## src/hw/rtl/cfd_pkg.sv

```systemverilog
package cfd_pkg;

    // fixed field widths
    localparam int BYTE_W     = 8;
    localparam int LEN_PORT_W = 7;
    localparam int IDX_PORT_W = 6;
    localparam int CFG_IDX_W  = 2;

    // defaults
    localparam int                DEF_MAX_PAYLOAD   = 64;
    localparam logic [BYTE_W-1:0] START_MARKER_INIT = 8'hAA;
    localparam logic [BYTE_W-1:0] END_MARKER_INIT   = 8'h55;

    // crc-16/ccitt-false
    localparam logic [15:0] CRC_INIT = 16'hFFFF;
    localparam logic [15:0] CRC_POLY = 16'h1021;

    // result status codes
    typedef enum logic [1:0] {
        STAT_PLAIN  = 2'd0,
        STAT_PARSED = 2'd1,
        STAT_FRAME  = 2'd2
    } status_t;

    // configuration register indexes
    localparam logic [CFG_IDX_W-1:0] CFG_START_MARKER = 2'd0;
    localparam logic [CFG_IDX_W-1:0] CFG_END_MARKER   = 2'd1;

    // one byte through the crc, msb first
    function automatic logic [15:0] crc_add(input logic [15:0] crc, input logic [7:0] b);
        logic [15:0] c;
        c = crc ^ {b, 8'h00};
        for (int k = 0; k < 8; k++) begin
            if (c[15])
                c = {c[14:0], 1'b0} ^ CRC_POLY;
            else
                c = {c[14:0], 1'b0};
        end
        return c;
    endfunction

endpackage

```

## src/hw/rtl/cfd_payload_ram.sv

```systemverilog
module cfd_payload_ram #(
    parameter int DEPTH  = cfd_pkg::DEF_MAX_PAYLOAD,
    parameter int ADDR_W = 6
) (
    input  logic                      clk,
    input  logic                      wr_en,
    input  logic [ADDR_W-1:0]         wr_addr,
    input  logic [cfd_pkg::BYTE_W-1:0] wr_data,
    input  logic [ADDR_W-1:0]         rd_addr,
    output logic [cfd_pkg::BYTE_W-1:0] rd_data
);

    logic [cfd_pkg::BYTE_W-1:0] mem [DEPTH];
    logic [cfd_pkg::BYTE_W-1:0] rd_data_reg;

    always_ff @(posedge clk) begin
        if (wr_en)
            mem[wr_addr] <= wr_data;
        rd_data_reg <= mem[rd_addr];
    end

    assign rd_data = rd_data_reg;

endmodule

```

## src/hw/rtl/cfd_parser.sv

```systemverilog
module cfd_parser #(
    parameter int MAX_PAYLOAD = cfd_pkg::DEF_MAX_PAYLOAD,
    parameter int LEN_W       = 7,
    parameter int ADDR_W      = 6
) (
    input  logic                          clk,
    input  logic                          rst_n,
    input  logic [cfd_pkg::BYTE_W-1:0]    start_marker,
    input  logic [cfd_pkg::BYTE_W-1:0]    end_marker,
    input  logic                          in_valid,
    output logic                          in_ready,
    input  logic [cfd_pkg::BYTE_W-1:0]    rx_byte,
    output logic                          out_valid,
    input  logic                          out_ready,
    output logic [1:0]                    status,
    output logic [cfd_pkg::BYTE_W-1:0]    data_byte,
    output logic [cfd_pkg::BYTE_W-1:0]    frame_command,
    output logic [cfd_pkg::BYTE_W-1:0]    frame_sequence,
    output logic [cfd_pkg::LEN_PORT_W-1:0] payload_length,
    output logic [cfd_pkg::IDX_PORT_W-1:0] byte_index,
    output logic                          last,
    output logic                          ram_wr_en,
    output logic [ADDR_W-1:0]             ram_wr_addr,
    output logic [cfd_pkg::BYTE_W-1:0]    ram_wr_data,
    output logic [ADDR_W-1:0]             ram_rd_addr,
    input  logic [cfd_pkg::BYTE_W-1:0]    ram_rd_data
);

    typedef enum logic [3:0] {
        S_IDLE,
        S_CMD,
        S_SEQ,
        S_LEN_LO,
        S_LEN_HI,
        S_PAYLOAD,
        S_CRC_LO,
        S_CRC_HI,
        S_END,
        S_EMIT_RD,
        S_EMIT_OUT
    } state_t;

    state_t                       state_reg, state_next;
    logic [cfd_pkg::BYTE_W-1:0]   cmd_reg, cmd_next;
    logic [cfd_pkg::BYTE_W-1:0]   seq_reg, seq_next;
    logic [cfd_pkg::BYTE_W-1:0]   len_lo_reg, len_lo_next;
    logic [LEN_W-1:0]             len_reg, len_next;
    logic [LEN_W-1:0]             cnt_reg, cnt_next;
    logic [15:0]                  crc_reg, crc_next;
    logic [cfd_pkg::BYTE_W-1:0]   crc_lo_reg, crc_lo_next;

    logic                         out_valid_reg, out_valid_next;
    cfd_pkg::status_t             status_reg, status_next;
    logic [cfd_pkg::BYTE_W-1:0]   data_reg, data_next;
    logic [cfd_pkg::BYTE_W-1:0]   ocmd_reg, ocmd_next;
    logic [cfd_pkg::BYTE_W-1:0]   oseq_reg, oseq_next;
    logic [cfd_pkg::LEN_PORT_W-1:0] olen_reg, olen_next;
    logic [cfd_pkg::IDX_PORT_W-1:0] oidx_reg, oidx_next;
    logic                         last_reg, last_next;

    logic                         slot_free;
    logic                         take;
    logic                         emitting;
    logic [15:0]                  length_full;
    logic [LEN_W-1:0]             cnt_inc;

    assign slot_free   = !out_valid_reg || out_ready;
    assign emitting    = (state_reg == S_EMIT_RD) || (state_reg == S_EMIT_OUT);
    assign in_ready    = slot_free && !emitting;
    assign take        = in_valid && in_ready;
    assign length_full = {rx_byte, len_lo_reg};
    assign cnt_inc     = cnt_reg + LEN_W'(1);

    assign ram_wr_addr = cnt_reg[ADDR_W-1:0];
    assign ram_wr_data = rx_byte;
    assign ram_rd_addr = cnt_reg[ADDR_W-1:0];

    always_comb begin
        state_next     = state_reg;
        cmd_next       = cmd_reg;
        seq_next       = seq_reg;
        len_lo_next    = len_lo_reg;
        len_next       = len_reg;
        cnt_next       = cnt_reg;
        crc_next       = crc_reg;
        crc_lo_next    = crc_lo_reg;
        ram_wr_en      = 1'b0;

        out_valid_next = out_ready ? 1'b0 : out_valid_reg;
        status_next    = status_reg;
        data_next      = data_reg;
        ocmd_next      = ocmd_reg;
        oseq_next      = oseq_reg;
        olen_next      = olen_reg;
        oidx_next      = oidx_reg;
        last_next      = last_reg;

        // every accepted byte gives a single "consumed" result unless overridden
        if (take) begin
            out_valid_next = 1'b1;
            status_next    = cfd_pkg::STAT_PARSED;
            data_next      = '0;
            ocmd_next      = '0;
            oseq_next      = '0;
            olen_next      = '0;
            oidx_next      = '0;
            last_next      = 1'b1;
        end

        case (state_reg)
            S_IDLE: begin
                if (take) begin
                    if (rx_byte != start_marker) begin
                        status_next = cfd_pkg::STAT_PLAIN;
                        data_next   = rx_byte;
                    end else begin
                        crc_next   = cfd_pkg::crc_add(cfd_pkg::CRC_INIT, rx_byte);
                        state_next = S_CMD;
                    end
                end
            end
            S_CMD: begin
                if (take) begin
                    cmd_next   = rx_byte;
                    crc_next   = cfd_pkg::crc_add(crc_reg, rx_byte);
                    state_next = S_SEQ;
                end
            end
            S_SEQ: begin
                if (take) begin
                    seq_next   = rx_byte;
                    crc_next   = cfd_pkg::crc_add(crc_reg, rx_byte);
                    state_next = S_LEN_LO;
                end
            end
            S_LEN_LO: begin
                if (take) begin
                    len_lo_next = rx_byte;
                    crc_next    = cfd_pkg::crc_add(crc_reg, rx_byte);
                    state_next  = S_LEN_HI;
                end
            end
            S_LEN_HI: begin
                if (take) begin
                    crc_next = cfd_pkg::crc_add(crc_reg, rx_byte);
                    cnt_next = '0;
                    if (length_full > 16'(MAX_PAYLOAD)) begin
                        // oversize length: back to idle to resync, with the usual consumed result
                        state_next = S_IDLE;
                    end else begin
                        len_next = length_full[LEN_W-1:0];
                        if (length_full == 16'd0)
                            state_next = S_CRC_LO;
                        else
                            state_next = S_PAYLOAD;
                    end
                end
            end
            S_PAYLOAD: begin
                if (take) begin
                    ram_wr_en = 1'b1;
                    crc_next  = cfd_pkg::crc_add(crc_reg, rx_byte);
                    cnt_next  = cnt_inc;
                    if (cnt_inc == len_reg)
                        state_next = S_CRC_LO;
                end
            end
            S_CRC_LO: begin
                if (take) begin
                    crc_lo_next = rx_byte;
                    state_next  = S_CRC_HI;
                end
            end
            S_CRC_HI: begin
                if (take) begin
                    // residue is zero on a match
                    crc_next   = crc_reg ^ {rx_byte, crc_lo_reg};
                    state_next = S_END;
                end
            end
            S_END: begin
                if (take) begin
                    state_next = S_IDLE;
                    if (rx_byte == end_marker && crc_reg == 16'd0) begin
                        if (len_reg == '0) begin
                            status_next = cfd_pkg::STAT_FRAME;
                            ocmd_next   = cmd_reg;
                            oseq_next   = seq_reg;
                        end else begin
                            // payload run replaces the single result
                            out_valid_next = out_ready ? 1'b0 : out_valid_reg;
                            cnt_next       = '0;
                            state_next     = S_EMIT_RD;
                        end
                    end
                end
            end
            S_EMIT_RD: begin
                // ram address settles, data registered next cycle
                state_next = S_EMIT_OUT;
            end
            S_EMIT_OUT: begin
                if (slot_free) begin
                    out_valid_next = 1'b1;
                    status_next    = cfd_pkg::STAT_FRAME;
                    data_next      = ram_rd_data;
                    ocmd_next      = cmd_reg;
                    oseq_next      = seq_reg;
                    olen_next      = cfd_pkg::LEN_PORT_W'(len_reg);
                    oidx_next      = cfd_pkg::IDX_PORT_W'(cnt_reg);
                    last_next      = (cnt_inc == len_reg);
                    cnt_next       = cnt_inc;
                    state_next     = (cnt_inc == len_reg) ? S_IDLE : S_EMIT_RD;
                end
            end
            default: begin
                state_next = S_IDLE;
            end
        endcase
    end

    always_ff @(posedge clk or negedge rst_n) begin
        if (!rst_n) begin
            state_reg     <= S_IDLE;
            cmd_reg       <= '0;
            seq_reg       <= '0;
            len_lo_reg    <= '0;
            len_reg       <= '0;
            cnt_reg       <= '0;
            crc_reg       <= cfd_pkg::CRC_INIT;
            crc_lo_reg    <= '0;
            out_valid_reg <= 1'b0;
            status_reg    <= cfd_pkg::STAT_PLAIN;
            data_reg      <= '0;
            ocmd_reg      <= '0;
            oseq_reg      <= '0;
            olen_reg      <= '0;
            oidx_reg      <= '0;
            last_reg      <= 1'b0;
        end else begin
            state_reg     <= state_next;
            cmd_reg       <= cmd_next;
            seq_reg       <= seq_next;
            len_lo_reg    <= len_lo_next;
            len_reg       <= len_next;
            cnt_reg       <= cnt_next;
            crc_reg       <= crc_next;
            crc_lo_reg    <= crc_lo_next;
            out_valid_reg <= out_valid_next;
            status_reg    <= status_next;
            data_reg      <= data_next;
            ocmd_reg      <= ocmd_next;
            oseq_reg      <= oseq_next;
            olen_reg      <= olen_next;
            oidx_reg      <= oidx_next;
            last_reg      <= last_next;
        end
    end

    assign out_valid      = out_valid_reg;
    assign status         = status_reg;
    assign data_byte      = data_reg;
    assign frame_command  = ocmd_reg;
    assign frame_sequence = oseq_reg;
    assign payload_length = olen_reg;
    assign byte_index     = oidx_reg;
    assign last           = last_reg;

endmodule

```

## src/hw/rtl/command_frame_deframer.sv

```systemverilog
// channel   direction  handshake              payload
// -------   ---------  ---------------------  ------------------------------------------
// in        sink       in_valid / in_ready    rx_byte
// out       source     out_valid / out_ready  status, data_byte, frame_command,
//                                             frame_sequence, payload_length,
//                                             byte_index, last
// cfg       sink       cfg_valid / cfg_ready  cfg_index, cfg_data
//
// one received byte is taken per cycle while the output register is free or being
// drained; its result is registered straight into the output register
// a good frame with n payload bytes, n >= 1, emits its run one byte at a time, each a
// payload ram read then an output load, held while the output stalls; input is held off during the run
// rst_n is asynchronous: parser goes idle, markers return to their defaults;
// the payload ram has no reset and needs no clearing pass
// out_ready low stalls the output register and, through it, the input

module command_frame_deframer #(
    parameter int MAX_PAYLOAD = cfd_pkg::DEF_MAX_PAYLOAD
) (
    input  logic                           clk,
    input  logic                           rst_n,

    // received bytes
    input  logic                           in_valid,
    output logic                           in_ready,
    input  logic [cfd_pkg::BYTE_W-1:0]     rx_byte,

    // results
    output logic                           out_valid,
    input  logic                           out_ready,
    output logic [1:0]                     status,
    output logic [cfd_pkg::BYTE_W-1:0]     data_byte,
    output logic [cfd_pkg::BYTE_W-1:0]     frame_command,
    output logic [cfd_pkg::BYTE_W-1:0]     frame_sequence,
    output logic [cfd_pkg::LEN_PORT_W-1:0] payload_length,
    output logic [cfd_pkg::IDX_PORT_W-1:0] byte_index,
    output logic                           last,

    // register writes
    input  logic                           cfg_valid,
    output logic                           cfg_ready,
    input  logic [cfd_pkg::CFG_IDX_W-1:0]  cfg_index,
    input  logic [cfd_pkg::BYTE_W-1:0]     cfg_data
);

    // payload counter holds 0..MAX_PAYLOAD, ram address covers 0..MAX_PAYLOAD-1
    localparam int LEN_W  = $clog2(MAX_PAYLOAD + 1);
    localparam int ADDR_W = (MAX_PAYLOAD > 1) ? $clog2(MAX_PAYLOAD) : 1;

    logic [cfd_pkg::BYTE_W-1:0] start_marker_reg;
    logic [cfd_pkg::BYTE_W-1:0] end_marker_reg;

    logic                       ram_wr_en;
    logic [ADDR_W-1:0]          ram_wr_addr;
    logic [cfd_pkg::BYTE_W-1:0] ram_wr_data;
    logic [ADDR_W-1:0]          ram_rd_addr;
    logic [cfd_pkg::BYTE_W-1:0] ram_rd_data;

    // register writes always complete in one transaction
    assign cfg_ready = 1'b1;

    // marker registers; writes to unknown indexes are dropped
    always_ff @(posedge clk or negedge rst_n) begin
        if (!rst_n) begin
            start_marker_reg <= cfd_pkg::START_MARKER_INIT;
            end_marker_reg   <= cfd_pkg::END_MARKER_INIT;
        end else if (cfg_valid && cfg_ready) begin
            case (cfg_index)
                cfd_pkg::CFG_START_MARKER: start_marker_reg <= cfg_data;
                cfd_pkg::CFG_END_MARKER:   end_marker_reg   <= cfg_data;
                default: ;
            endcase
        end
    end

    // header fields, crc and sequencing; payload goes to the ram as it arrives
    cfd_parser #(
        .MAX_PAYLOAD (MAX_PAYLOAD),
        .LEN_W       (LEN_W),
        .ADDR_W      (ADDR_W)
    ) u_parser (
        .clk            (clk),
        .rst_n          (rst_n),
        .start_marker   (start_marker_reg),
        .end_marker     (end_marker_reg),
        .in_valid       (in_valid),
        .in_ready       (in_ready),
        .rx_byte        (rx_byte),
        .out_valid      (out_valid),
        .out_ready      (out_ready),
        .status         (status),
        .data_byte      (data_byte),
        .frame_command  (frame_command),
        .frame_sequence (frame_sequence),
        .payload_length (payload_length),
        .byte_index     (byte_index),
        .last           (last),
        .ram_wr_en      (ram_wr_en),
        .ram_wr_addr    (ram_wr_addr),
        .ram_wr_data    (ram_wr_data),
        .ram_rd_addr    (ram_rd_addr),
        .ram_rd_data    (ram_rd_data)
    );

    // writes happen only while collecting and read data is used only while emitting,
    // so a read of an entry in the same cycle as its write is never used
    cfd_payload_ram #(
        .DEPTH  (MAX_PAYLOAD),
        .ADDR_W (ADDR_W)
    ) u_payload_ram (
        .clk     (clk),
        .wr_en   (ram_wr_en),
        .wr_addr (ram_wr_addr),
        .wr_data (ram_wr_data),
        .rd_addr (ram_rd_addr),
        .rd_data (ram_rd_data)
    );

endmodule

```

## config.mk

```make
export PLATFORM = sky130hd
export DESIGN_NAME = command_frame_deframer
export DESIGN_NICKNAME = d
export VERILOG_FILES = /design/src/hw/rtl/cfd_pkg.sv /design/src/hw/rtl/cfd_payload_ram.sv /design/src/hw/rtl/cfd_parser.sv /design/src/hw/rtl/command_frame_deframer.sv
export SDC_FILE = /design/constraint.sdc
export NUM_CORES = 1
export LEC_CHECK = 0
export ABC_AREA = 1
export BUFFER_PORTS_ARGS = -buffer_cell sky130_fd_sc_hd__buf_2
export CELL_PAD_IN_SITES_DETAIL_PLACEMENT = 2
export CELL_PAD_IN_SITES_GLOBAL_PLACEMENT = 2
export CORE_MARGIN = 4
export CORE_UTILIZATION = 40
export CTS_BUF_LIST = sky130_fd_sc_hd__clkbuf_4
export DETAILED_ROUTE_END_ITERATION = 8
export GPL_TIMING_DRIVEN = 0
export PLACE_DENSITY_LB_ADDON = 0.1
export SLEW_MARGIN = 5
export SYNTH_ARGS = -nofsm -noshare
export SYNTH_HDL_FRONTEND = slang
export SYNTH_SLANG_ARGS = --single-unit
export TNS_END_PERCENT = 20
```

## constraint.sdc

```tcl
create_clock -name clk -period 2.95 [get_ports clk]
set_input_delay 0.1475 -clock clk [delete_from_list [all_inputs] [get_ports clk]]
set_output_delay 0.1475 -clock clk [all_outputs]
set_load 0.005 [all_outputs]
```

== Word level (Yosys, flattened, before mapping) ==
Memory sizes are Yosys's and may differ from the RTL's. A register that Yosys moved wholly into a read port is not among the register bits.
Index checks and enable logic that the tools add are counted.
Storage, ports and cells
  output and inout bits: 43
  memories kept: 1
  bits in latches: 0
  bits in read-only memories: 0
  register bits after elaboration: 123
  bits in writable memories: 512
  bits of input ports: 23
Memory list
  u_payload_ram.mem: words 64, bits a word 8, rd ports 1, clocked after memory_dff 1, write ports 1, line cfd_payload_ram.sv:13  | logic [cfd_pkg::BYTE_W-1:0] mem [DEPTH];
Operators by class
  bitwise logic cells: 48
  reductions and logical operators: 24
  $lt $le $gt $ge: 1
  add/subtract/negate cells: 1
  mux-type cells: 210
  divide/modulo/power cells: 0
  multipliers: 0
  shifts and indexed selects: 0
  eq/ne operators: 28
Operators with widths (number)
  $mux 16: 95
  $mux 13: 44
  $not 3->3: 44
  $mux 8: 14
  $pmux 16 s7: 1
  $mux 4: 16
  $mux 7: 9
  $pmux 8 s2: 3
  $pmux 4 s11: 1
  $logic_not 16->1: 2
  $xor 16x16->16: 2
  $pmux 7 s4: 1
  $ne 2x1->1 const B: 12
  $mux 6: 3
  $eq 4x3->1 const B: 4
  $gt 16x7->1 const B: 1
  $mux 2: 8
  $not 16->16: 1
  $mux 1: 13
  $eq 4x4->1 const B: 3
  $reduce_and 12->1: 1
  $reduce_and 2->1: 6
  $reduce_and 9->1: 1
  $eq 4x2->1 const B: 2
  other kinds (20): 25

== Logic depth before layout (Yosys ltp) ==
  depth after elaboration: 42
  gate-level depth with buffers: 14
  depth with buffers taken out: 14

== Modules after synthesis ==
Synthesis repeated with hierarchy kept, for this count alone.
Second synthesis, totals
  cell total of the unflattened synthesis: 2684
  area, all modules: 28103.2 um^2
By module, submodules not included
  cfd_payload_ram: cells each 1806, area each 21345.5 um^2, times used 1, sequential area each 15534.9 um^2
  cfd_parser: cells each 805, area each 6040.8 um^2, times used 1, sequential area each 2697.6 um^2
  command_frame_deframer: cells each 73, area each 716.9 um^2, times used 1, sequential area each 410.4 um^2

== Worst setup path before layout ==
Ideal clock, no wire load.
  kind: reg-to-reg
  from: register u_parser.cnt_reg[0]
  to: memory u_payload_ram.mem[10][0] in the netlist's numbering (enable)
  data required time: 2580 ps
  setup time: 370 ps
  data arrival time: 1816 ps
  stages on the path, launching flop included: 9
  slack: 764 ps
  cell sequence: dfrtp_1 > buf_2 > inv_1 > nand3_1 > inv_1 > buf_2 > buf_1 > nand2_1 > nor2_1
RTL lines
  from (decl): line cfd_parser.sv:48  | logic [LEN_W-1:0] cnt_reg, cnt_next;
  from (signal assigned): line cfd_parser.sv:246  | cnt_reg <= cnt_next;
  to (decl): line cfd_payload_ram.sv:13
Straight into the memory's write port.

== Worst setup path in the final report ==
  from: register u_parser.cnt_reg[1]
  to: memory u_payload_ram.mem[45][5] in the netlist's numbering (enable)
Straight into the memory's write port.

==> results.md <==
- H-tree depth reported by CTS: 4
- Critical Path, Cell by Cell: buf_2 -> inv_1 -> nand3_1 -> inv_1 -> buf_2 -> clkdlybuf4s18_2 -> nand2_4 -> nor2_4
- Total standard cell area after synthesis: 26220 sq um
- Crit path launch: u_parser.cnt_reg[1]$_DFFE_PN0P_
- Number of antenna violations at the first check in global routing: 5
- Most area-consuming cells after synthesis: edfxtp_1 59%, nand2_1 11%, dfrtp_1 9.4%, o21ai_0 2.6%, dfstp_2 2.4%
- Via/cell ratio: 5.666
- Maximum Capacitance Violations: 0
- Synth Warn #: 0
- Pin count of the biggest net entering global routing: 70
- Number of antenna-violating nets in the routed design: 0
- Register area share after synthesis: 71.10%
- Fin worst setup slack: 0.009801 ns
- Global route overflow: 0
- Share of cells above drive strength 1: 21.12%
- Estimated wirelength of the detail-placed design: between 60 and 70 mm
- Startpoint of the lowest-slack hold path: rx_byte[5]
- Register bit count reported by yosys: 643
- Minimum setup slack after placement: -1.588 ns
- Leakage Power: around 12 nW
- Slew Viols, Final: 0
- Cell Area, Placed: approximately 28000 sq um
- Layout filler cell count: 6645
- Total Wirelength: 107.1 mm
- Critical-path cell with the highest stage delay: clkdlybuf4s18_2
- Row Count: 93
- Final worst path period share: 99.67%
- Root buffer cell: clkbuf_4
- Vias in the first global route: 22450
- EDFF count, synth: 512
- Number of buffers between clock root and the deepest sink: 3
- First-pass DRT Iterations: 5
- Outcome: finished clean
- Arrival time at the worst endpoint: 3.61 ns
- Number of instances in the synthesized netlist: 2317
- Final design instance area without fill: 31370 sq um
- Required time worst endpoint: 3.62 ns
- Global-route wire length before repair: 154.0 mm
- Worst-margin pin slew: 1.364 ns
- Die H: 264.0 microns
- Die area: 69710 sq um
- Worst-Skew Late Latency: roughly 1.1 ns
- Startpoint of the worst-slack reg-to-reg timing path: u_parser.cnt_reg[1]$_DFFE_PN0P_
- Clock slew at the register clock pins of the worst setup and hold paths: 0.08 ns
- Number of vias in the routed layout: 20510
- Async S/R FF share, synth: 19.13%
- Number of hold violations in the final report: 0
- Critical path buffers and inverters: 5
- Inserted Clock Buffers: between 150 and 200
- Fraction of post-synthesis cell area in the top cell type by area: 58.64%
- Overall routing resource usage: 30.39%
- Hold WC Path Type: primary input to register
- Largest driver fanout on the critical path: 10
- Number of distinct standard cells referenced by the synthesized netlist: 41
- Fin Clk Skew: 0.09433 ns
- Critical path launch point type: register
- Setup-violating endpoint count in the final report: 0
- Path type of the worst setup path: register to register
- Delay contributed by the slowest stage of the critical path: ~0.58 ns
- Cell taking the most area after synthesis: edfxtp_1
- Final-stage net count: between 2000 and 3000
- Initial core utilization: between 40% and 50%
- Clock tree from TritonCTS: yes
- Count of port buffers added during placement: 64
- Max Clk Rate: 340.1 MHz
- Dominant synthesized flop cell: edfxtp_1
- Signed area change from the synthesized netlist to the final layout: 19.65%
- TritonCTS Sinks: 643
- RePlAce Congestion: between 0.8 and 0.9
- Minimum clock period after layout: 2.940 ns
- Post-detailed-route DRC marker count: 0
- Worst slew margin relative to its limit: 9.075%
- Routed wirelength normalized by instance count: around 30 microns
- Number of flip-flops in the largest register: 512
- Cell family with most CP delay: buffers and inverters
- RSZ-0062 raised after global routing: true
- Max IR drop VDD: 0.4241 mV
- Mean cell area of the mapped netlist: 11.32 sq um
- Number of violations reported at the end of detailed-routing iteration 0: approximately 2000
- Floorplan die width: 264.0 microns
- Synth Net Count: 2341
- I/O pin cnt: 66
- Worst setup EP type: register
- Leading cell type in the layout, fill and taps excluded: nand2_1
- CORE AREA: 64700 sq um
- Commonest cells after routing, fill and taps aside: 765 x nand2_1, 512 x edfxtp_1, 283 x clkbuf_4, 126 x o21ai_0, 125 x inv_1
- Power density over cell area: 736.2 nW/um^2
[power breakdown]
group | switching [W] | leakage [nW] | internal, W
Sequential | 0.000370 | 6.24 | 0.0103
Combinational | 0.00275 | 4.23 | 0.00108
Clock | 0.00416 | 1.39 | 0.00441
Total | 0.00728 | 11.9 | 0.0158
[logic make-up after synthesis]
family / Yosys count / synth area share, %
adders and majority gates: 1 / 0.04771
buffers and inverters: 230 / 3.560
and+or+nand+nor: 1133 / 17.97
AOI/OAI and AO/OA: 282 / 6.399
DFF: 643 / 71.10
xor gates and xnor gates: 27 / 0.9019
other: 1 / 0.01430
[stage by stage]
step | hold slack, ns | util (%) | total power [W] | setup TNS (ns) | instances
detailed placement | 0.1749 | 42.83 | 0.01450 | -544.51 | 3241
global placement | 0.3948 | 42.67 | 0.01431 | -498.73 | 3236
global route | 0.1140 | 48.48 | 0.02420 | -0.08408 | 3618
CTS | 0.06640 | 48.40 | 0.02315 | -0.8025 | 3612
finish | 0.1631 | 48.49 | 0.02309 | 0 | 3619
floorplan | -0.1481 | - | 0.01282 | 0 | 2317
[cell type report]
class / count / area, sq um / area share, %
Multi-Input combinational cell: 1444 / 7257 / 23.13
Tap cell: 855 / 1070 / 3.410
Clock buffer: 266 / 1997 / 6.366
Timing Repair Buffer: 121 / 1013 / 3.231
Inverter: 136 / 510.5 / 1.627
Clock inverter: 56 / 342.8 / 1.093
Sequential cell: 643 / 18640 / 59.43
Buffer: 94 / 526.8 / 1.679
Antenna cell: 4 / 10.01 / 0.03191
[cells in the mapped netlist (2+ instances only)]
library cell  instances
a21oi_1              28
o21bai_1              2
clkbuf_2              2
or2_2                 3
xor2_1               20
clkbuf_1             27
edfxtp_1            512
nor2_2                9
dfrtp_1              99
nand3_1              85
inv_1               125
nand4_1              92
buf_4                 3
a22o_1                2
o21ai_1              12
buf_2                45
o22ai_1               5
nand3b_1              4
nand2_1             773
nor2_1              144
o21ai_0             135
xnor2_1               7
nor3_2                2
inv_2                11
a22oi_1              61
buf_1                17
o211ai_1             35
dfxtp_1               8
dfstp_2              24
nor3_1               14
[per-layer routing]
layer,part of all wire (%),track usage (%),vias to the layer above,wire length [microns]
met5,0.0075,0,-,8
met4,5.0,15.19,2,5366
met3,7.2,5.383,269,7669
met2,49,51.98,918,52830
met1,38,37.20,10550,41240
li1,-,-,8770,-
[path summary, 6_finish.rpt]
check | endpoint | cells past startpoint | slack (ns)
worst max register to register | u_payload_ram.mem[45][5]$_DFFE_PP_ | 8 | 0.01
worst min-delay path | u_payload_ram.mem[42][5]$_DFFE_PP_ | 2 | 0.16
max in group asynchronous | u_parser.crc_reg[11]$_DFFE_PN1P_ | 4 | 2.31
worst max-delay path | u_payload_ram.mem[45][5]$_DFFE_PP_ | 8 | 0.01
min in group asynchronous | u_parser.cnt_reg[1]$_DFFE_PN0P_ | 4 | 0.22
worst min register to register | u_parser.byte_index[2]$_DFF_PN0_ | 2 | 0.49
[worst register-to-register path, cell delays in order, from the launching register on]
cell and delay (ns):
dfrtp_1 0.39, buf_2 0.18, inv_1 0.11, nand3_1 0.08
inv_1 0.08, buf_2 0.42, clkdlybuf4s18_2 0.59, nand2_4 0.34
nor2_4 0.39
[repair_timing]
item	in CTS	in global routing
gates resized for setup	201	66
gates cloned	0	0
pin swaps	1	1
hold buffers	47	0
hold endpoints to repair	656	0
setup buffers	2	3
setup endpoints to repair	520	207
No activity file was read; power rests on OpenSTA's default activity.
